## src/rtl/pps_pkg.sv

```systemverilog
// ----------------------------------------------------------------------------
// pps_pkg
// Shared types, constants and angle table for the pure pursuit steering block.
// ----------------------------------------------------------------------------
package pps_pkg;

    localparam int COORD_BITS_DEF   = 24;
    localparam int CORDIC_STEPS_DEF = 20;

    localparam int NORM_HI   = 40;
    localparam int CW        = 44;   // CORDIC x/y width (2^40 grown by gain, plus sign)
    localparam int ZW        = 28;   // angle accumulator width
    localparam int ANG_FRAC  = 12;
    localparam int MAX_CD    = 9000;
    localparam int RAD_TO_ANG = 23468351;

    typedef enum logic [1:0] {
        CMD_POINT = 2'd0,
        CMD_TICK  = 2'd1,
        CMD_CLEAR = 2'd2,
        CMD_NONE  = 2'd3
    } cmd_t;

    typedef enum logic [1:0] {
        REG_WHEELBASE = 2'd0,
        REG_LOOKAHEAD = 2'd1,
        REG_STEER_LIM = 2'd2,
        REG_FWD_ONLY  = 2'd3
    } reg_idx_t;

    typedef enum logic [2:0] {
        ST_IDLE,
        ST_MUL,
        ST_NORM,
        ST_ITER,
        ST_ROUND,
        ST_OUT
    } eng_state_t;

    // Atan of 2^-i in 1/4096 centidegree units, rounded to nearest.
    function automatic logic [ZW-1:0] atan_step(input logic [5:0] i);
        logic [ZW-1:0] r;
        unique case (i)
            6'd0: r = ZW'(18432000);
            6'd1: r = ZW'(10881045);
            6'd2: r = ZW'(5749245);
            6'd3: r = ZW'(2918407);
            6'd4: r = ZW'(1464867);
            6'd5: r = ZW'(733147);
            6'd6: r = ZW'(366663);
            6'd7: r = ZW'(183343);
            6'd8: r = ZW'(91673);
            6'd9: r = ZW'(45837);
            default: r = ZW'((64'(RAD_TO_ANG) + (64'd1 << (i - 6'd1))) >> i);
        endcase
        return r;
    endfunction

endpackage

```

## src/rtl/pps_front.sv

```systemverilog
// ----------------------------------------------------------------------------
// pps_front
// Accepts path items, keeps the running look-ahead target choice and pushes
// a target job into the queue for each tick.
// ----------------------------------------------------------------------------
module pps_front #(
    parameter int COORD_BITS = pps_pkg::COORD_BITS_DEF
) (
    input  logic                         aclk,
    input  logic                         aresetn,
    input  logic                         s_valid,
    output logic                         s_ready,
    input  logic [1:0]                   s_command,
    input  logic signed [COORD_BITS-1:0] s_point_x,
    input  logic signed [COORD_BITS-1:0] s_point_y,
    input  logic [15:0]                  lookahead_distance,
    input  logic                         fwd_only,
    input  logic                         q_full,
    output logic                         q_push,
    output logic [2*COORD_BITS:0]        q_data
);
    import pps_pkg::*;

    localparam int SQW = 2*COORD_BITS + 1;

    logic found_reg, fwd_seen_reg, any_reg;
    logic signed [COORD_BITS-1:0] ch_x_reg, ch_y_reg, lf_x_reg, lf_y_reg, l_x_reg, l_y_reg;

    // Reach test pipeline stage: point and squares registered
    logic                         p_valid_reg;
    logic                         p_elig_reg;
    logic signed [COORD_BITS-1:0] p_x_reg, p_y_reg;
    logic [SQW-1:0]               p_r2_reg;
    logic [31:0]                  p_l2_reg;

    logic [COORD_BITS-1:0] ax, ay;
    logic                  acc, is_tick, is_point, is_clear;
    logic                  take_tick;

    assign ax = s_point_x[COORD_BITS-1] ? COORD_BITS'(-s_point_x) : COORD_BITS'(s_point_x);
    assign ay = s_point_y[COORD_BITS-1] ? COORD_BITS'(-s_point_y) : COORD_BITS'(s_point_y);

    // Hold ticks while the queue is full or a point is still resolving
    assign s_ready  = !(s_command == CMD_TICK && (q_full || p_valid_reg));
    assign acc      = s_valid && s_ready;
    assign is_point = acc && (s_command == CMD_POINT);
    assign is_tick  = acc && (s_command == CMD_TICK);
    assign is_clear = acc && (s_command == CMD_CLEAR);
    assign take_tick = is_tick;

    // Register a point with its squared range
    always_ff @(posedge aclk) begin
        if (!aresetn) begin
            p_valid_reg <= 1'b0;
        end else begin
            p_valid_reg <= is_point;
        end
        p_x_reg    <= s_point_x;
        p_y_reg    <= s_point_y;
        p_elig_reg <= !fwd_only || (!s_point_x[COORD_BITS-1] && s_point_x != '0);
        p_r2_reg   <= SQW'(ax * ax) + SQW'(ay * ay);
        p_l2_reg   <= lookahead_distance * lookahead_distance;
    end

    // Update the path summary
    always_ff @(posedge aclk) begin
        if (!aresetn || is_clear) begin
            found_reg    <= 1'b0;
            fwd_seen_reg <= 1'b0;
            any_reg      <= 1'b0;
            ch_x_reg <= '0; ch_y_reg <= '0;
            lf_x_reg <= '0; lf_y_reg <= '0;
            l_x_reg  <= '0; l_y_reg  <= '0;
        end else if (p_valid_reg) begin
            any_reg <= 1'b1;
            l_x_reg <= p_x_reg;
            l_y_reg <= p_y_reg;
            if (!p_x_reg[COORD_BITS-1] && p_x_reg != '0) begin
                fwd_seen_reg <= 1'b1;
                lf_x_reg <= p_x_reg;
                lf_y_reg <= p_y_reg;
            end
            if (!found_reg && p_elig_reg && p_r2_reg >= SQW'(p_l2_reg)) begin
                found_reg <= 1'b1;
                ch_x_reg  <= p_x_reg;
                ch_y_reg  <= p_y_reg;
            end
        end
    end

    // Pick the target for a tick
    always_comb begin
        logic signed [COORD_BITS-1:0] tx, ty;
        tx = '0;
        ty = '0;
        if (any_reg) begin
            if (found_reg) begin
                tx = ch_x_reg; ty = ch_y_reg;
            end else if (fwd_only && fwd_seen_reg) begin
                tx = lf_x_reg; ty = lf_y_reg;
            end else begin
                tx = l_x_reg; ty = l_y_reg;
            end
        end
        q_push = take_tick;
        q_data = {any_reg, tx, ty};
    end

endmodule

```

## config.mk

```make
export PLATFORM = sky130hd
export DESIGN_NAME = pps_front
export DESIGN_NICKNAME = d
export VERILOG_FILES = /design/src/rtl/pps_pkg.sv /design/src/rtl/pps_front.sv
export SDC_FILE = /design/constraint.sdc
export NUM_CORES = 2
export LEC_CHECK = 0
export BUFFER_PORTS_ARGS = -buffer_cell sky130_fd_sc_hd__buf_2
export CORE_ASPECT_RATIO = 1.25
export CORE_MARGIN = 2
export CORE_UTILIZATION = 65
export DETAILED_ROUTE_END_ITERATION = 16
export GPL_TIMING_DRIVEN = 0
export PLACE_DENSITY = 0.93
export SYNTH_ARGS = -nofsm -noshare
export SYNTH_HDL_FRONTEND = slang
export SYNTH_SLANG_ARGS = --single-unit
```

## constraint.sdc

```tcl
create_clock -name aclk -period 21.4 [get_ports aclk]
set_input_delay 4.28 -clock aclk [delete_from_list [all_inputs] [get_ports aclk]]
set_output_delay 4.28 -clock aclk [all_outputs]
set_load 0.05 [all_outputs]
```

==> run summary <==
CTS tree = yes
Final setup vio count = 0
RD Place Congestion = 1.02
Grt total ovfl = 0
I/O pin count = 122
Worst R2R Setup Slack = 17.70 ns
Worst setup path endpoint = p_r2_reg[48]
Post-Synthesis Mean Instance Area = 9.17 µm²
IO buf count = 121
Max stage delay on crit path = 0.68 ns
Die Width = 256 µm
Clk_lat worst skew = 0.62 ns
Slew Limit Fails = 0
R2r startpoint = p_l2_reg[14]
Required time of the worst setup path = 21.94 ns
EDFF count, synth = 0
Hold_buf cts = 0
First-pass GRT wire length = 240 mm
CP arrival = 16.99 ns
Reg clk slew, reported paths = 0.06 ns
Total GRT Usage = 38.7%
Initial antenna violation count = 4
Crit path launch = s_point_x[0]
Vias per cell = 5.92
Critical Path Start Type = primary input
Largest register FFs = 49
FMAX = 60.8 MHz
Critical path peak fanout = 11
Max_cap viols = 0
DIE AREA = 0.0816 mm²
#FFs+latches synth = 277
Clock Sink Count = 277
FFs w/ async S/R, synth = 0%
Slowest cell on the critical path = clkbuf_1
DIE HEIGHT = 319 µm
Layout cells sized above 1 = 3.98%
Tmin final = 16.46 ns
Critical Path End Type = register
Root Driver = clkbuf_16
Top cells by area, synth = fa_1 (43%), ha_1 (11%), dfxtp_1 (11%)
Sequential fraction of the synthesis area = 10.8%
Post-cts sizing count = 0
Row count = 115
Worst setup path class = in2reg
Leading area contributor after synthesis = fa_1
Top_reg_cell synth = dfxtp_1
First-pass iteration count of the detailed router = 9
Hold Violations, Final = 0
Slew headroom = 1.49%
Yosys Warn Count = 0
Pin count of the biggest net entering global routing = 16
Routed wire length = 154 mm
R2R Path End = ch_x_reg[15]
Core area = 0.0786 mm²
Clock Path Buffers = 3
XOR/XNOR Fraction of Synth Area = 2.27%
Syn Inst Count = 5622
Worst Tran Pin Value = 1.47 ns
Post-DP HPWL = 129 mm
Post-CTS setup buffers = 0
Wire per inst = 22.3 µm
# H-tree levels = 1
Post-route ant nets = 0
Mux cell area share after synthesis = 2.82%
Top cell type's share of synthesized area = 42.9%
Most numerous cell on the critical path = fa_1
Final Cycle Share = 76.9%
Clk_skew = 0.0452 ns
Post-synthesis compound-gate area fraction = 5.67%
Mapped Area = 0.0516 mm²
Setup TNS = 0 ns
Vias in the first global route = 45500
Worst min path class = reg2reg
Num CTS Buffers = 29
DR vias = 40800
Largest family of logic cells by synthesized area = adder cells
Simple-gate portion of the synthesized area = 11.9%
Drt drc = 0
Status = finished, final reports clean
Initial Util = 65.6%
Area grow syn2layout = 6.02%
Synth cell types = 80
Reg2reg path depth = 12
NumNets Final = 7451
Post-Synth Adder-Cell Area = 54.2%
RSZ-0062 raised after global routing = false
Drt initial violations = 3876
metrics by stage:
step           cells  hold WS [ns]  instance area, µm²  utilization, %  setup slack (ns)
2_1_floorplan   5659         0.426               51700               -              7.47
3_3_place_gp    6833         0.435               53600            68.2              4.69
3_5_place_dp    6834         0.445               53700            68.3              4.71
4_1_cts         6888         0.451               54600            69.5              5.29
5_1_grt         6890         0.479               54700            69.6              4.75
6_report        6892         0.456               54700            69.6              4.94
cell usage in the layout, fill, tap and decap left out, types with 29 or more instances in the layout:
cell       Yosys  layout
dfxtp_1      277     277
xnor2_1       80      77
a32oi_1       49      49
clkbuf_16      0      29
mux2i_1      144     144
nor2_1       426     426
a21o_1        53      53
clkbuf_1     183     190
fa_1        1106    1106
nand3_1      120     120
buf_2          4     125
inv_1       1463    1463
and3_1       112     112
nand2_1      457     457
a21oi_1       86      86
and2_1       108     108
o21ai_0      155     155
xor2_1        50      45
conb_1         2      39
ha_1         462     462
synth_stat cells (all sizes together) (13+ instances only):
cell type,count
and3,112
inv,1477
o31ai,16
xnor2,80
mux2i,144
nand4,13
buf,30
a21oi,86
nand2,462
a211oi,15
o21ai,161
ha,462
nand2b,21
nor2b,20
and2,108
dfxtp,277
a21o,53
a32oi,49
nor4,14
nor2,426
nor3,16
clkbuf,183
fa,1106
nand3,120
xor2,52
o21bai,13
kinds of logic after synthesis:
family	count (synthesis)
buf+inv	1696
fa+ha+maj	1568
simple gates	1351
compound gates	451
flops	277
mux	145
xor+xnor	132
other cells	2
worst min path at each step:
stage                 startpoint           end  slack (ns)  depth (start not counted)
global placement    fwd_seen_reg  fwd_seen_reg        0.44                          2
floorplan           fwd_seen_reg  fwd_seen_reg        0.43                          2
global route        lf_x_reg[13]  lf_x_reg[13]        0.48                          2
finish              fwd_seen_reg  fwd_seen_reg        0.46                          2
detailed placement  fwd_seen_reg  fwd_seen_reg        0.44                          2
CTS                 fwd_seen_reg  fwd_seen_reg        0.45                          2
worst max-delay path, delay by kind of cell:
family / cells / cell delay (ns)
AO/OA/AOI/OAI: 3 / 1.17
AND/OR/NAND/NOR: 10 / 1.82
buffers and inverters: 12 / 3.67
adder cells (fa/ha/maj): 11 / 5.36
XOR/XNOR: 2 / 0.65
layer usage:
metal  vias to the layer above  share of wire [%]  wire [µm]  track usage [%]
li1                      17200                  -          -                -
met2                      2491                 49      75200             65.6
met5                         -             0.0078         12                0
met1                     20200                 31      47900             40.3
met3                       882                8.8      13500             7.88
met4                         2                 11      17100             35.6
layout make-up:
| class | instances | area [µm²] |
|---|---|---|
| plain buffers | 213 | 831 |
| flip-flops and latches | 277 | 5550 |
| well taps | 1053 | 1320 |
| repair buffers | 122 | 613 |
| diodes | 4 | 10.0 |
| clock buffers | 38 | 779 |
| inverters | 1483 | 5570 |
| multi-input cells | 3686 | 39800 |
| clock inverters | 16 | 176 |
| fillers | 5891 | 23900 |
Power is left out: the tool's default activity adds up to more than one toggle a clock period on the data nets, which glitch-free logic cannot reach.
