$ cat src/rtl/pps_pkg.sv
// ----------------------------------------------------------------------------
// pps_pkg
// Shared types, constants and angle table for the pure pursuit steering block.
// ----------------------------------------------------------------------------
package pps_pkg;

    localparam int COORD_BITS_DEF   = 24;
    localparam int CORDIC_STEPS_DEF = 20;

    localparam int NORM_HI   = 40;
    localparam int CW        = 44;   // CORDIC x/y width (2^40 grown by gain, plus sign)
    localparam int ZW        = 28;   // angle accumulator width
    localparam int ANG_FRAC  = 12;
    localparam int MAX_CD    = 9000;
    localparam int RAD_TO_ANG = 23468351;

    typedef enum logic [1:0] {
        CMD_POINT = 2'd0,
        CMD_TICK  = 2'd1,
        CMD_CLEAR = 2'd2,
        CMD_NONE  = 2'd3
    } cmd_t;

    typedef enum logic [1:0] {
        REG_WHEELBASE = 2'd0,
        REG_LOOKAHEAD = 2'd1,
        REG_STEER_LIM = 2'd2,
        REG_FWD_ONLY  = 2'd3
    } reg_idx_t;

    typedef enum logic [2:0] {
        ST_IDLE,
        ST_MUL,
        ST_NORM,
        ST_ITER,
        ST_ROUND,
        ST_OUT
    } eng_state_t;

    // Atan of 2^-i in 1/4096 centidegree units, rounded to nearest.
    function automatic logic [ZW-1:0] atan_step(input logic [5:0] i);
        logic [ZW-1:0] r;
        unique case (i)
            6'd0: r = ZW'(18432000);
            6'd1: r = ZW'(10881045);
            6'd2: r = ZW'(5749245);
            6'd3: r = ZW'(2918407);
            6'd4: r = ZW'(1464867);
            6'd5: r = ZW'(733147);
            6'd6: r = ZW'(366663);
            6'd7: r = ZW'(183343);
            6'd8: r = ZW'(91673);
            6'd9: r = ZW'(45837);
            default: r = ZW'((64'(RAD_TO_ANG) + (64'd1 << (i - 6'd1))) >> i);
        endcase
        return r;
    endfunction

endpackage

$ cat src/rtl/pps_engine.sv
// ----------------------------------------------------------------------------
// pps_engine
// Computes the clamped steering angle for one target by a vectoring CORDIC,
// one rotation per cycle, and holds the result until it is taken.
// ----------------------------------------------------------------------------
module pps_engine #(
    parameter int COORD_BITS   = pps_pkg::COORD_BITS_DEF,
    parameter int CORDIC_STEPS = pps_pkg::CORDIC_STEPS_DEF
) (
    input  logic                         aclk,
    input  logic                         aresetn,
    input  logic                         job_valid,
    input  logic [2*COORD_BITS:0]        job_data,
    output logic                         job_pop,
    input  logic [15:0]                  wheelbase,
    input  logic [13:0]                  steer_limit,
    output logic                         m_valid,
    input  logic                         m_ready,
    output logic signed [14:0]           m_steer_angle,
    output logic signed [COORD_BITS-1:0] m_target_x,
    output logic signed [COORD_BITS-1:0] m_target_y,
    output logic                         m_target_valid
);
    import pps_pkg::*;

    localparam int MW = 2*COORD_BITS + 1;       // den/num width
    localparam int SW = (MW > CW) ? MW : CW;     // normalize work width

    eng_state_t state_reg, state_next;

    logic signed [COORD_BITS-1:0] tx_reg, ty_reg;
    logic                         tv_reg;
    logic [SW-1:0]                den_reg, num_reg;
    logic signed [CW-1:0]         cx_reg, cy_reg;
    logic signed [ZW-1:0]         z_reg;
    logic [5:0]                   i_reg;
    logic signed [14:0]           ang_reg;
    logic                         zero_reg;

    logic [COORD_BITS-1:0] ax, ay;
    logic [SW-1:0]         mx;
    logic signed [CW-1:0]  dx, dy;
    logic signed [ZW-1:0]  a;
    logic [ZW-1:0]         zm, r;
    logic [13:0]           lim;

    assign ax = tx_reg[COORD_BITS-1] ? COORD_BITS'(-tx_reg) : COORD_BITS'(tx_reg);
    assign ay = ty_reg[COORD_BITS-1] ? COORD_BITS'(-ty_reg) : COORD_BITS'(ty_reg);
    assign mx = (den_reg > num_reg) ? den_reg : num_reg;
    assign dx = cy_reg >>> i_reg;
    assign dy = cx_reg >>> i_reg;
    assign a  = ZW'(atan_step(i_reg));
    assign zm = z_reg[ZW-1] ? ZW'(-z_reg) : ZW'(z_reg);
    assign r  = (zm + ZW'(1 << (ANG_FRAC-1))) >> ANG_FRAC;
    assign lim = (steer_limit > 14'(MAX_CD)) ? 14'(MAX_CD) : steer_limit;

    assign job_pop        = (state_reg == ST_IDLE) && job_valid;
    assign m_valid        = state_reg == ST_OUT;
    assign m_steer_angle  = ang_reg;
    assign m_target_x     = tx_reg;
    assign m_target_y     = ty_reg;
    assign m_target_valid = tv_reg;

    // State register
    always_ff @(posedge aclk) begin
        if (!aresetn) state_reg <= ST_IDLE;
        else          state_reg <= state_next;
    end

    // Next state
    always_comb begin
        state_next = state_reg;
        unique case (state_reg)
            ST_IDLE:  if (job_valid) state_next = ST_MUL;
            ST_MUL:   state_next = ST_NORM;
            ST_NORM:  if (zero_reg) state_next = ST_OUT;
                      else if (mx < (SW'(1) << (NORM_HI-1))) state_next = ST_NORM;
                      else if (mx >= (SW'(1) << NORM_HI)) state_next = ST_NORM;
                      else state_next = ST_ITER;
            ST_ITER:  if (i_reg == 6'(CORDIC_STEPS-1)) state_next = ST_ROUND;
            ST_ROUND: state_next = ST_OUT;
            ST_OUT:   if (m_ready) state_next = ST_IDLE;
            default:  state_next = ST_IDLE;
        endcase
    end

    // Datapath
    always_ff @(posedge aclk) begin
        unique case (state_reg)
            ST_IDLE: begin
                tv_reg <= job_data[2*COORD_BITS];
                tx_reg <= job_data[2*COORD_BITS-1:COORD_BITS];
                ty_reg <= job_data[COORD_BITS-1:0];
                ang_reg <= '0;
            end
            ST_MUL: begin
                den_reg  <= (ax == '0 && ay == '0) ? SW'(1)
                                                   : SW'(ax * ax) + SW'(ay * ay);
                num_reg  <= SW'({wheelbase, 1'b0} * ay);
                zero_reg <= !tv_reg || wheelbase == '0 || ty_reg == '0;
            end
            ST_NORM: begin
                if (mx >= (SW'(1) << NORM_HI)) begin
                    den_reg <= den_reg >> 1; num_reg <= num_reg >> 1;
                end else if (mx < (SW'(1) << (NORM_HI-1))) begin
                    den_reg <= den_reg << 1; num_reg <= num_reg << 1;
                end
                cx_reg <= CW'(den_reg);
                cy_reg <= ty_reg[COORD_BITS-1] ? -CW'(num_reg) : CW'(num_reg);
                z_reg  <= '0;
                i_reg  <= '0;
            end
            ST_ITER: begin
                if (!cy_reg[CW-1]) begin
                    cx_reg <= cx_reg + dx; cy_reg <= cy_reg - dy; z_reg <= z_reg + a;
                end else begin
                    cx_reg <= cx_reg - dx; cy_reg <= cy_reg + dy; z_reg <= z_reg - a;
                end
                i_reg <= i_reg + 6'd1;
            end
            ST_ROUND: begin
                logic [ZW-1:0] rc;
                rc = (r > ZW'(lim)) ? ZW'(lim) : r;
                ang_reg <= z_reg[ZW-1] ? -15'(rc) : 15'(rc);
            end
            ST_OUT: ;
            default: ;
        endcase
    end

    // Result only shows in the output state and holds there
    a_hold: assert property (@(posedge aclk) disable iff (!aresetn)
        m_valid && !m_ready |=> m_valid && $stable(m_steer_angle))
        else $error("result changed while stalled");
    a_lim: assert property (@(posedge aclk) disable iff (!aresetn)
        m_valid |-> (m_steer_angle <= 15'sd9000 && m_steer_angle >= -15'sd9000))
        else $error("angle out of range");
    a_empty: assert property (@(posedge aclk) disable iff (!aresetn)
        m_valid && !m_target_valid |-> m_steer_angle == '0)
        else $error("empty path gave nonzero angle");

endmodule

$ cat config.mk
export PLATFORM = sky130hd
export DESIGN_NAME = pps_engine
export DESIGN_NICKNAME = d
export VERILOG_FILES = /design/src/rtl/pps_pkg.sv /design/src/rtl/pps_engine.sv
export SDC_FILE = /design/constraint.sdc
export NUM_CORES = 2
export LEC_CHECK = 0
export BUFFER_PORTS_ARGS = -buffer_cell sky130_fd_sc_hd__buf_4
export CORE_UTILIZATION = 40
export DETAILED_ROUTE_END_ITERATION = 10
export SYNTH_ARGS = -nofsm -noshare
export SYNTH_HDL_FRONTEND = slang
export SYNTH_SLANG_ARGS = --single-unit
$ cat constraint.sdc
create_clock -name aclk -period 10.4 [get_ports aclk]
set_input_delay 3.12 -clock aclk [delete_from_list [all_inputs] [get_ports aclk]]
set_output_delay 3.12 -clock aclk [all_outputs]
set_load 0.05 [all_outputs]
==> run metrics <==
status finished clean; DRC Markers 0; area of the multi-input gates 62,800 sq um; PortBufs about 150; vias in the first global route 69,200; WHS Path Cells 1; Tmin final approximately 10 ns; Highest Clock Rate a little under 100 MHz; Worst Setup Path Type reg2reg; Final Util 0.447; Async S/R FF share, synth 0; Hold WS 0.627 ns; grt ovf 0; cell mode on critical path fa_1; #FFs+latches synth between 200 and 300; final period utilization 0.973; Post-Syn Area roughly 80,000 sq um; Reg clk slew, reported paths around 0.06 ns; placed insts between 10,000 and 15,000; placed cell area 85,400 sq um; most frequent cells in the layout inv_1, fa_1, nand2_1; die span in y approximately 450 um; Hold Path Sink num_reg[48]; Worst Skew 0.0641 ns; placer congestion estimate between 1 and 1.5; hpwl dp about 230 mm; drt initial violations roughly 5,000; Initial DRT Pass Iterations 6; Post-Syn Instances 8,891; Worst setup EP type register; row count about 160; Yosys cell types around 110; Ports around 150; # fillers between 15,000 and 20,000; share of layout cells above drive strength 1 0.113; most common cell after layout, fill and taps aside inv_1; core area between 150,000 and 200,000 sq um; # H-tree levels 2; crit-path leading delay family adder cells; worst-path maximum fanout 6; Tightest Pin Transition roughly 1.2 ns; Worst Path Arrival approximately 10 ns; Post-synth top flop edfxtp_1; Slew HR 0.198; nets@finish 11,100; synth warn 0; Initial Util 0.404; Die X 446 um; first-pass GRT wire length ~430 mm; gr usage total 0.283; via count between 60,000 and 70,000; largest net degree at the start of global routing 122; Hold Crit Class reg2reg; CTS tree yes; r2r startpoint m_target_y[7]; flop2flop setup slack 0.28 ns; hold_sp num_reg[47]; drt wl/cell approximately 24 um; CTS max path bufs 3; register area share after synthesis 0.109; setup violators final 0; CP max-delay cell fa_1; max-cap check violation count 0; antenna violations before repair 8; Clock Latency Late Sink a little under 0.7 ns; final std cells w/o fill 11,800; register area approximately 8600 sq um; Worst Path Required roughly 11 ns; RR Endpoint den_reg[47]; CTS Sinks 288; Area Overhead vs Synth 10.8%; DIE AREA around 200,000 sq um; Fin. Hold Viols 0; R2R depth 37; drt via density between 5 and 6; Routed Antenna Nets 0; WP buf/inv 9; syn_area_per_cell between 8 and 9 sq um; CP startpoint kind register; Post-synth EDFFs about 290; final slew viol count 0; total CTS buffers 42; Non-Filler Cell Area, Final ~87,000 sq um; Detailed Route WL around 280 mm; max incr delay on CP about 0.58 ns; Root Driver clkbuf_16
[metrics by stage]
stage                     worst slack (ns)  setup TNS, ns
after floorplan                    -0.0103        -0.0103
after global placement              0.0322              0
after detailed placement            -0.125         -0.261
after CTS                           0.0194              0
after global routing               -0.0362        -0.0718
final                                0.282              0
[logic make-up after synthesis]
logic type / count (synthesis) / share of synthesized area
other cells: 2 / 0.0000953
mux: 333 / 0.0660
compound gates: 1482 / 0.121
buf+inv: 2127 / 0.103
flops: 288 / 0.109
xor+xnor: 403 / 0.0452
fa+ha+maj: 1883 / 0.418
simple gates: 2373 / 0.137
[metal layers]
layer / global-route usage / routed length (um)
met1: 0.355 / 111000
met4: 0.125 / 13900
met2: 0.483 / 136000
met5: 0 / 69
met3: 0.0379 / 18100
[worst register-to-register path: cells and delay by family (launching register included)]
kind                     cells  cell delay, ns
AO/OA/AOI/OAI                8            1.30
XOR/XNOR                     2            0.32
adder cells (fa/ha/maj)     10            4.85
buffers and inverters        9            1.09
flip-flops                   1            0.39
AND/OR/NAND/NOR              8            1.90
[Yosys cell counts, types with 54 or more instances]
cell type / count / area share
inv_1: 1686 / 0.080
mux2i_1: 148 / 0.019
mux4_2: 145 / 0.041
o22ai_1: 67 / 0.0053
xnor2_1: 246 / 0.027
nor3_1: 92 / 0.0058
o31ai_1: 60 / 0.0057
nor2_1: 640 / 0.030
and2_1: 140 / 0.011
nand3_1: 86 / 0.0055
a21o_1: 113 / 0.011
o21a_1: 57 / 0.0054
buf_1: 56 / 0.0027
a21oi_1: 394 / 0.025
nor4_1: 54 / 0.0043
clkbuf_1: 318 / 0.015
fa_1: 1251 / 0.32
nand2b_1: 75 / 0.0060
o21ai_0: 342 / 0.022
ha_1: 632 / 0.10
a31oi_1: 67 / 0.0053
nand2_1: 981 / 0.047
edfxtp_1: 285 / 0.11
xor2_1: 155 / 0.017
[layout make-up]
type	count	share of cell area
Tap cell	2624	0.0376
Timing Repair Buffer	611	0.0556
Clock inverter	26	0.00285
Multi-Input combinational cell	6512	0.720
Inverter	1702	0.0733
Antenna cell	3	0.0000860
Clock buffer	46	0.0122
Sequential cell	288	0.0988
[timing repair]
item                                    CTS  global route
endpoints found under the setup margin    3            21
hold buffers                              0             0
pin swaps                                 3            43
gates resized for setup                   6            96
buffers inserted                          4            15
[worst max path at each step]
stage / start / end / slack, ns / cells past startpoint
after floorplan: m_target_x[7] / den_reg[47] / -0.01 / 36
after detailed placement: m_target_x[7] / den_reg[46] / -0.12 / 36
final: m_target_y[7] / den_reg[47] / 0.28 / 37
after global placement: m_target_x[7] / den_reg[47] / 0.03 / 36
after global routing: m_target_y[7] / den_reg[47] / -0.04 / 38
after CTS: m_target_x[7] / den_reg[47] / 0.02 / 34
Power is left out: the tool's default activity adds up to more than one toggle a clock period on the data nets, which glitch-free logic cannot reach.
