--- config.mk ---
export PLATFORM = sky130hd
export DESIGN_NAME = pps_queue
export DESIGN_NICKNAME = d
export VERILOG_FILES = /design/src/rtl/pps_queue.sv
export SDC_FILE = /design/constraint.sdc
export NUM_CORES = 1
export LEC_CHECK = 0
export BUFFER_PORTS_ARGS = -buffer_cell sky130_fd_sc_hd__clkbuf_2
export CORE_AREA = 10 10 63 52
export CTS_BUF_LIST = sky130_fd_sc_hd__clkbuf_16
export CTS_CLUSTER_SIZE = 40
export DETAILED_ROUTE_END_ITERATION = 10
export DIE_AREA = 0 0 73 62
export GPL_ROUTABILITY_DRIVEN = 0
export PLACE_DENSITY = 0.73
export SLEW_MARGIN = 20
export SYNTH_ARGS = -nofsm -noshare
export SYNTH_HDL_FRONTEND = slang
export SYNTH_SLANG_ARGS = --single-unit
--- constraint.sdc ---
create_clock -name aclk -period 1.8 [get_ports aclk]
set_input_delay 0.18 -clock aclk [delete_from_list [all_inputs] [get_ports aclk]]
set_output_delay 0.18 -clock aclk [all_outputs]
set_load 0.005 [all_outputs]
--- src/rtl/pps_queue.sv ---
// ----------------------------------------------------------------------------
// pps_queue
// Small register FIFO between the front and the CORDIC engine.
// ----------------------------------------------------------------------------
module pps_queue #(
    parameter int WIDTH = 8
) (
    input  logic             aclk,
    input  logic             aresetn,
    input  logic             push,
    input  logic [WIDTH-1:0] push_data,
    output logic             full,
    input  logic             pop,
    output logic             not_empty,
    output logic [WIDTH-1:0] pop_data
);
    logic [WIDTH-1:0] mem_reg [2];
    logic             wp_reg, rp_reg;
    logic [1:0]       cnt_reg;

    assign full      = cnt_reg == 2'd2;
    assign not_empty = cnt_reg != 2'd0;
    assign pop_data  = mem_reg[rp_reg];

    // Advance pointers and count
    always_ff @(posedge aclk) begin
        if (!aresetn) begin
            wp_reg  <= 1'b0;
            rp_reg  <= 1'b0;
            cnt_reg <= 2'd0;
        end else begin
            if (push && !full) wp_reg <= ~wp_reg;
            if (pop && not_empty) rp_reg <= ~rp_reg;
            cnt_reg <= cnt_reg + 2'(push && !full) - 2'(pop && not_empty);
        end
        if (push && !full) mem_reg[wp_reg] <= push_data;
    end

endmodule

==> run_results.csv, run 1 <==
group,metric,value,unit
synth,synth_top_area_share,0.593,
synth,yosysSeqAreaShare,0.716,
cts,numCtsBuffers,3,
cts,htree_levels,1,
grt,grt_usage,0.0657,
finish,final_cell_mix,"21 x clkbuf_2, 16 x edfxtp_1, 8 x mux2_2",
synth,synth_area_leaders,"edfxtp_1 59%, dfxtp_1 12%, mux2_2 11%",
cts,clk_pin_slew_worst_paths,0.05,ns
timing,slew_headroom,0.733,
finish,largest_register_ffs,16,
finish,final_nets,91,
setup_path,cp.arrival,1.70,ns
timing,fmax,640,MHz
setup_path,worstReg2RegEnd,"cnt_reg[1]$_SDFF_PN0_",
cts,post_cts_buffers,0,
timing,post-route-period-util,0.868,
placement,dp_hpwl,1.09,mm
floorplanning,fp-row-count,15,
synth,yosysWarningCount,0,
setup_path,end_kind,"flop",
timing,fin_crit,1.56,ns
synth,syn_nets,65,
detailed_routing,drtIter0Drc,19,
finish,area_growth,26.9,%
floorplanning,die_w,73,um
timing,hold_viol,0,
detailed_routing,drc,0,
placement,place_inst,97,
grt,antenna_found_initial,0,
detailed_routing,routed_wl,1.37,mm
detailed_routing,drt_first_pass_iters,4,
setup_path,startpoint_type,"flop",
floorplanning,io_pins,22,
floorplanning,die_area,4530,um^2
setup_path,crit_type,"reg2reg",
detailed_routing,post_drt_wl_per_cell,13.6,um
timing,timing.setup.tns,0,ns
pwr,leakagePower,0.443,nW
cts,cts_hold_buf,0,
worst_hold_path,hold_path.class,"in2reg",
grt,grt_max_degree,12,
timing,slew_violations,0,
detailed_routing,vias,449,
cts,cts_sinks,21,
floorplanning,core,2140,um^2
worst_hold_path,worstHoldStart,"push_data[1]",
setup_path,r2r_slack,0.24,ns
synth,syn_area,811,um^2
worst_hold_path,hold-path-cell-count,1,
grt,overflow,0,
grt,grt_pass1_vias,488,
run_status,status,"completed",
pwr,powerDensity,1430,nW/um^2
synth,synthCells,51,
cts,clock-root-buffer,"clkbuf_16",
detailed_routing,drtAntennaViolNets,0,
finish,fill_cells,206,
synth,avgSynthCellArea,15.9,um^2
finish,fin_cells,101,
cts,clkLatencyLatePin,0.24,ns
timing,rsz0062_at_grt,"false",
setup_path,cp.required,1.94,ns
finish,diodes,0,
synth,synth-seq-cells,21,
job,max-cap-violations,0,
floorplanning,floorplan.initialDensity,0.379,
worst_hold_path,min_to,"mem_reg[0][1]$_DFFE_PP_",
setup_path,rr_worst_depth,8,
grt,grt_pass1_wl,2.28,mm
synth,synth.largest_area_cell,"edfxtp_1",
detailed_routing,drt-vias-per-instance,4.45,
placement,portBuffers,21,
cts,clk_path_buf_depth,2,
timing,finalSetupViolCount,0,
pwr,vdd_ir_drop_max,0.802,mV
floorplanning,chipHeight,62,um
setup_path,worst-path-max-fanout,4,
setup_path,r2r-start,"cnt_reg[0]$_SDFF_PN0_",
cts,post_cts_resized,0,
cts,cts_tree,"built",
finish,final_common_cell,"clkbuf_2",
finish,layout-drive-gt1-share,0.461,
timing,worst_pin_slew,0.401,ns
synth,synth.distinct_cells,16,
timing,finClkSkew,0.00296,ns
==> report_power, final <==
group | switching (mW) | internal (mW)
clock | 0.150 | 0.295
sequential | 0.0561 | 0.618
combinational | 0.153 | 0.199
==> cells by family (layout without fill, tap and decap cells) <==
logic type	after synthesis	in the layout	synth area share
DFF	21	21	0.716
and+or+nand+nor	11	11	0.0664
muxes	9	9	0.123
buffers and inverters	4	29	0.0201
xor gates and xnor gates	3	3	0.0324
adders and majority gates	2	2	0.0309
AOI/OAI and AO/OA	1	1	0.0108
==> per-layer routing <==
| metal | GRT usage | vias up | routed length [um] |
|---|---|---|---|
| met5 | 0 | - | 0 |
| met4 | 0.0162 | 0 | 8 |
| met3 | 0.0381 | 2 | 133 |
| met2 | 0.0991 | 16 | 566 |
| met1 | 0.0786 | 200 | 663 |
| li1 | - | 231 | - |
==> synth_stat cells <==
cell type,count
nand2_1,2
xor2_1,1
nor2_1,4
nand2b_1,2
o21a_2,1
mux2i_1,1
and2_1,1
edfxtp_1,16
inv_1,3
xnor2_1,2
ha_1,2
buf_2,1
mux2_2,8
and3_1,1
or2_2,1
dfxtp_1,5
==> area by class of cell <==
cell class	count	area, um^2	share of cell area
clock buffers	3	75.1	0.0730
clock inverters	1	3.75	0.00365
inverters	3	11.3	0.0109
multi-input cells	26	214	0.208
flip-flops and latches	21	581	0.564
well taps	25	31.3	0.0304
repair buffers	22	113	0.109
==> stage by stage <==
step	total power [mW]	hold slack [ns]	instance area [um^2]	setup WS (ns)	utilization
2_1_floorplan	0.906	0.279	811	0.331	-
3_3_place_gp	1.03	0.370	950	0.298	0.444
3_5_place_dp	1.05	0.373	950	0.225	0.444
4_1_cts	1.49	0.120	1030	0.219	0.481
5_1_grt	1.57	0.120	1030	0.0878	0.481
6_report	1.47	0.123	1030	0.237	0.481
==> worst max path at each step <==
stage,startpoint,to,slack [ns],depth (start not counted)
2_1_floorplan,cnt_reg[0]$_SDFF_PN0_,cnt_reg[1]$_SDFF_PN0_,0.33,8
3_3_place_gp,cnt_reg[0]$_SDFF_PN0_,cnt_reg[1]$_SDFF_PN0_,0.30,8
3_5_place_dp,cnt_reg[0]$_SDFF_PN0_,cnt_reg[1]$_SDFF_PN0_,0.23,8
4_1_cts,cnt_reg[0]$_SDFF_PN0_,cnt_reg[1]$_SDFF_PN0_,0.22,8
5_1_grt,cnt_reg[0]$_SDFF_PN0_,cnt_reg[1]$_SDFF_PN0_,0.09,8
6_report,cnt_reg[0]$_SDFF_PN0_,cnt_reg[1]$_SDFF_PN0_,0.24,8
==> critical path, stage by stage, from the launching register on <==
cell and delay [ns]:
dfxtp_1 0.36, nand2b_1 0.16, nand2_1 0.11, ha_1 0.28, inv_1 0.03, ha_1 0.18
xor2_1 0.16, xnor2_1 0.14, nor2_1 0.05
Note: power is estimated with default switching activity, not from simulation.
==> run 2, diff against run 1 <==
- REMOVE_ABC_BUFFERS: not set -> 1
==> run_results.csv, run 2 (synthesized netlist as in run 1, its figures left out) <==
group,metric,value,unit
run_status,status,"completed",
setup_path,cpMostUsedCell,"ha_1",
pwr,combPwrFrac,0.238,
worst_hold_path,hold_path.class,"in2reg",
cts,post_cts_resized,0,
pwr,p_sw,0.373,mW
setup_path,worst-path-max-fanout,4,
floorplanning,fp-row-count,15,
pwr,sw_frac_of_total,0.250,
finish,fin_cells,101,
detailed_routing,post_drt_wl_per_cell,13.7,um
timing,hold_viol,0,
placement,dp_hpwl,1.06,mm
detailed_routing,drt-vias-per-instance,4.55,
setup_path,path_delay_family,"adder cells",
pwr,vdd_ir_drop_max,0.772,mV
finish,final_common_cell,"clkbuf_2",
detailed_routing,routed_wl,1.38,mm
detailed_routing,drtAntennaViolNets,0,
timing,fin_crit,1.57,ns
pwr,leakagePower,0.441,nW
setup_path,rr_worst_depth,8,
floorplanning,core,2140,um^2
setup_path,crit_chain,"nand2b_1 > nand2_1 > ha_1 > inv_1 > ha_1 > xor2_1 > xnor2_1 > nor2_1",
floorplanning,floorplan.initialDensity,0.379,
grt,antenna_found_initial,0,
timing,hold_ws,0.115,ns
timing,fmax,638,MHz
setup_path,cp-startpoint,"cnt_reg[0]$_SDFF_PN0_",
cts,htree_levels,1,
setup_path,cpMaxStageDelayCell,"dfxtp_1",
setup_path,r2r_slack,0.23,ns
worst_hold_path,min_to,"mem_reg[0][2]$_DFFE_PP_",
worst_hold_path,worstHoldStart,"push_data[2]",
grt,grt_max_degree,13,
placement,portBuffers,21,
cts,cts_sinks,21,
timing,timing.setup.tns,0,ns
placement,place_inst,97,
setup_path,max_stage_delay,0.35,ns
timing,finClkSkew,0.00344,ns
cts,post_cts_buffers,0,
pwr,powerDensity,1450,nW/um^2
cts,clock-root-buffer,"clkbuf_16",
setup_path,end_kind,"flop",
floorplanning,chipHeight,62,um
setup_path,crit_type,"reg2reg",
finish,layout-drive-gt1-share,0.474,
timing,rsz0062_at_grt,"false",
finish,final_nets,91,
timing,worst_pin_slew,0.382,ns
floorplanning,io_pins,22,
finish,area_growth,27.0,%
pwr,cellInternalPower,1.12,mW
detailed_routing,drt_first_pass_iters,4,
cts,clk_path_buf_depth,2,
timing,finalSetupViolCount,0,
grt,grt_pass1_wl,2.13,mm
grt,grt_usage,0.0653,
setup_path,cp.arrival,1.71,ns
finish,final_cell_mix,"21 x clkbuf_2, 16 x edfxtp_1, 8 x mux2_2",
cts,cts_hold_buf,0,
detailed_routing,drtIter0Drc,28,
detailed_routing,vias,460,
cts,cts_tree,"built",
setup_path,cp.required,1.94,ns
timing,post-route-period-util,0.871,
detailed_routing,drc,0,
job,max-cap-violations,0,
timing,slew_violations,0,
floorplanning,die_area,4530,um^2
setup_path,r2r-start,"cnt_reg[0]$_SDFF_PN0_",
pwr,clkPwrFrac,0.309,
timing,slew_headroom,0.745,
finish,largest_register_ffs,16,
setup_path,startpoint_type,"flop",
cts,clkLatencyLatePin,0.25,ns
finish,diodes,0,
setup_path,cp_num_buf_inv,1,
pwr,seqPwrFrac,0.453,
setup_path,worstReg2RegEnd,"cnt_reg[1]$_SDFF_PN0_",
worst_hold_path,hold-path-cell-count,1,
floorplanning,die_w,73,um
grt,grt_pass1_vias,458,
cts,clk_pin_slew_worst_paths,0.06,ns
cts,numCtsBuffers,3,
grt,overflow,0,
-- run 2: cell types whose count changed in the layout (fill, tap and decap cells not counted) --
cell	change
inv_1	-1
clkinv_2	+1
-- run 2: layout make-up --
type | instances | area [um^2]
Clock inverter | 1 | 5.00
Inverter | 3 | 11.3
Timing Repair Buffer | 22 | 113
Sequential cell | 21 | 581
Fill cell | 201 | 1110
Multi-Input combinational cell | 26 | 214
Clock buffer | 3 | 75.1
Tap cell | 25 | 31.3
-- run 2: power groups by stage --
stage	sequential [mW]	clock [mW]	combinational, mW
2_1_floorplan	0.669	0	0.232
3_3_place_gp	0.681	0	0.354
3_5_place_dp	0.686	0	0.367
4_1_cts	0.677	0.473	0.368
5_1_grt	0.686	0.498	0.402
6_report	0.674	0.460	0.355
-- run 2: worst max-delay path by stage --
| stage | to | cells past startpoint |
|---|---|---|
| global route | cnt_reg[1]$_SDFF_PN0_ | 8 |
| CTS | cnt_reg[1]$_SDFF_PN0_ | 8 |
| finish | cnt_reg[1]$_SDFF_PN0_ | 8 |
| detailed placement | cnt_reg[1]$_SDFF_PN0_ | 8 |
| floorplan | cnt_reg[1]$_SDFF_PN0_ | 8 |
| global placement | cnt_reg[1]$_SDFF_PN0_ | 7 |
-- run 2: through the flow --
stage / instance area (um^2) / util / power, mW / worst slack (ns)
2_1_floorplan: 806 / - / 0.900 / 0.331
3_3_place_gp: 950 / 0.444 / 1.03 / 0.300
3_5_place_dp: 950 / 0.444 / 1.05 / 0.220
4_1_cts: 1030 / 0.481 / 1.52 / 0.220
5_1_grt: 1030 / 0.481 / 1.59 / 0.105
6_report: 1030 / 0.481 / 1.49 / 0.232
-- run 2: routing by layer --
layer | global-route usage | part of all wire | vias to the layer above | wire length, um
met3 | 0.0460 | 0.088 | 2 | 122
met2 | 0.0942 | 0.42 | 19 | 584
met4 | 0.0243 | 0.014 | 0 | 20
li1 | - | - | 230 | -
met5 | 0 | 0 | - | 0
met1 | 0.0738 | 0.47 | 209 | 653
-- run 2: worst reg2reg max path: cells and delay by family (launching register included) --
family	cells	cell delay, ns
xor+xnor	2	0.30
fa+ha+maj	2	0.46
buf+inv	1	0.04
flops	1	0.35
simple gates	3	0.32
==> run 3, diff against run 2 <==
- CELL_PAD_IN_SITES_DETAIL_PLACEMENT: not set -> 0
- CELL_PAD_IN_SITES_GLOBAL_PLACEMENT: not set -> 1
- CORE_AREA: 10 10 63 52 -> 10 10 64 53
- DIE_AREA: 0 0 73 62 -> 0 0 74 63
- PLACE_DENSITY: 0.73 -> 0.81
==> run_results.csv, run 3 (synthesized netlist as in run 1, its figures left out) <==
group,metric,value,unit
run_status,status,"completed",
finish,finish.utilization,0.469,
grt,overflow,0,
pwr,combPwrFrac,0.238,
detailed_routing,vias,465,
finish,final_nets,91,
detailed_routing,routed_wl,1.42,mm
timing,fmax,637,MHz
pwr,sw_frac_of_total,0.248,
detailed_routing,drt_first_pass_iters,4,
timing,post-route-period-util,0.872,
detailed_routing,post_drt_wl_per_cell,14.1,um
cts,clk_pin_slew_worst_paths,0.06,ns
cts,cts_hold_buf,0,
cts,cts_sinks,21,
placement,place_inst,97,
finish,fin_cells,101,
timing,fin_crit,1.57,ns
timing,timing.setup.tns,0,ns
floorplanning,chipHeight,63,um
cts,clkLatencyLatePin,0.25,ns
floorplanning,io_pins,22,
pwr,leakagePower,0.441,nW
pwr,vdd_ir_drop_max,0.803,mV
floorplanning,core,2200,um^2
cts,clk_path_buf_depth,2,
cts,post_cts_resized,0,
cts,post_cts_buffers,0,
pwr,p_sw,0.368,mW
setup_path,startpoint_type,"flop",
worst_hold_path,hold-path-cell-count,1,
finish,fin_area,1030,um^2
worst_hold_path,hold_path.class,"in2reg",
timing,layout_setup_ws,0.231,ns
setup_path,crit_type,"reg2reg",
floorplanning,die_area,4660,um^2
grt,grt_usage,0.0690,
setup_path,cp.required,1.94,ns
floorplanning,floorplan.initialDensity,0.369,
grt,antenna_found_initial,0,
setup_path,r2r_slack,0.23,ns
timing,slew_headroom,0.733,
timing,rsz0062_at_grt,"false",
finish,fill_cells,195,
floorplanning,fp-row-count,15,
floorplanning,die_w,74,um
finish,area_growth,27.0,%
setup_path,end_kind,"flop",
setup_path,worst-path-max-fanout,4,
detailed_routing,drtAntennaViolNets,0,
timing,finalSetupViolCount,0,
pwr,clkPwrFrac,0.306,
placement,dp_hpwl,1.08,mm
job,max-cap-violations,0,
timing,worst_pin_slew,0.401,ns
cts,clock-root-buffer,"clkbuf_16",
timing,hold_viol,0,
finish,final_common_cell,"clkbuf_2",
pwr,seqPwrFrac,0.456,
grt,grt_pass1_vias,578,
cts,htree_levels,1,
pwr,powerDensity,1440,nW/um^2
cts,numCtsBuffers,3,
pwr,cellInternalPower,1.12,mW
timing,slew_violations,0,
finish,final_cell_mix,"21 x clkbuf_2, 16 x edfxtp_1, 8 x mux2_2",
cts,cts_tree,"built",
grt,grt_max_degree,13,
timing,finClkSkew,0.00166,ns
detailed_routing,drc,0,
finish,largest_register_ffs,16,
placement,dpl_cell_area,950,um^2
detailed_routing,drtIter0Drc,18,
finish,diodes,0,
grt,grt_pass1_wl,2.46,mm
placement,portBuffers,21,
placement,dpl_worst_slack,0.214,ns
detailed_routing,drt-vias-per-instance,4.60,
finish,layout-drive-gt1-share,0.474,
setup_path,cp.arrival,1.71,ns
setup_path,rr_worst_depth,8,
==> run 3: cell counts in the layout (fill, tap and decap cells not counted) <==
Identical to the previous run, type by type.
==> run 3: path summary, 6_finish.rpt <==
kind                                  end             startpoint
hold reg to reg       wp_reg$_SDFFE_PN0N_    wp_reg$_SDFFE_PN0N_
setup / recovery    cnt_reg[1]$_SDFF_PN0_  cnt_reg[0]$_SDFF_PN0_
setup reg to reg    cnt_reg[1]$_SDFF_PN0_  cnt_reg[0]$_SDFF_PN0_
hold / removal    mem_reg[1][2]$_DFFE_PP_           push_data[2]
==> run 3: metal layers <==
layer,GRT usage,share of wire,vias up
met1,0.0667,0.40,220
li1,-,-,230
met5,0,0,-
met2,0.114,0.51,15
met3,0.0524,0.097,0
met4,0.0140,0,0
==> run 3: worst max-delay path: stages, from the launching register on <==
cell and delay (ns):
dfxtp_1 0.36, nand2b_1 0.15, nand2_1 0.11, ha_1 0.29
inv_1 0.04, ha_1 0.17, xor2_1 0.16, xnor2_1 0.14
nor2_1 0.05
==> run 3: per-stage QoR <==
stage | hold slack (ns) | total power [mW]
6_report | 0.118 | 1.48
2_1_floorplan | 0.279 | 0.900
5_1_grt | 0.115 | 1.59
3_3_place_gp | 0.370 | 1.03
4_1_cts | 0.110 | 1.52
3_5_place_dp | 0.372 | 1.05
==> run 3: area by class of cell <==
| class | instances | area, um^2 | share of cell area |
|---|---|---|---|
| Clock buffer | 3 | 75.1 | 0.0729 |
| Clock inverter | 1 | 5.00 | 0.00486 |
| Inverter | 3 | 11.3 | 0.0109 |
| Multi-Input combinational cell | 26 | 214 | 0.208 |
| Sequential cell | 21 | 581 | 0.564 |
| Tap cell | 25 | 31.3 | 0.0304 |
| Timing Repair Buffer | 22 | 113 | 0.109 |
==> run 3: power groups by stage <==
stage,Combinational (mW),Sequential (mW),Clock (mW)
6_report,0.353,0.676,0.455
3_5_place_dp,0.366,0.687,0
2_1_floorplan,0.232,0.669,0
3_3_place_gp,0.353,0.680,0
4_1_cts,0.367,0.680,0.472
5_1_grt,0.403,0.693,0.493
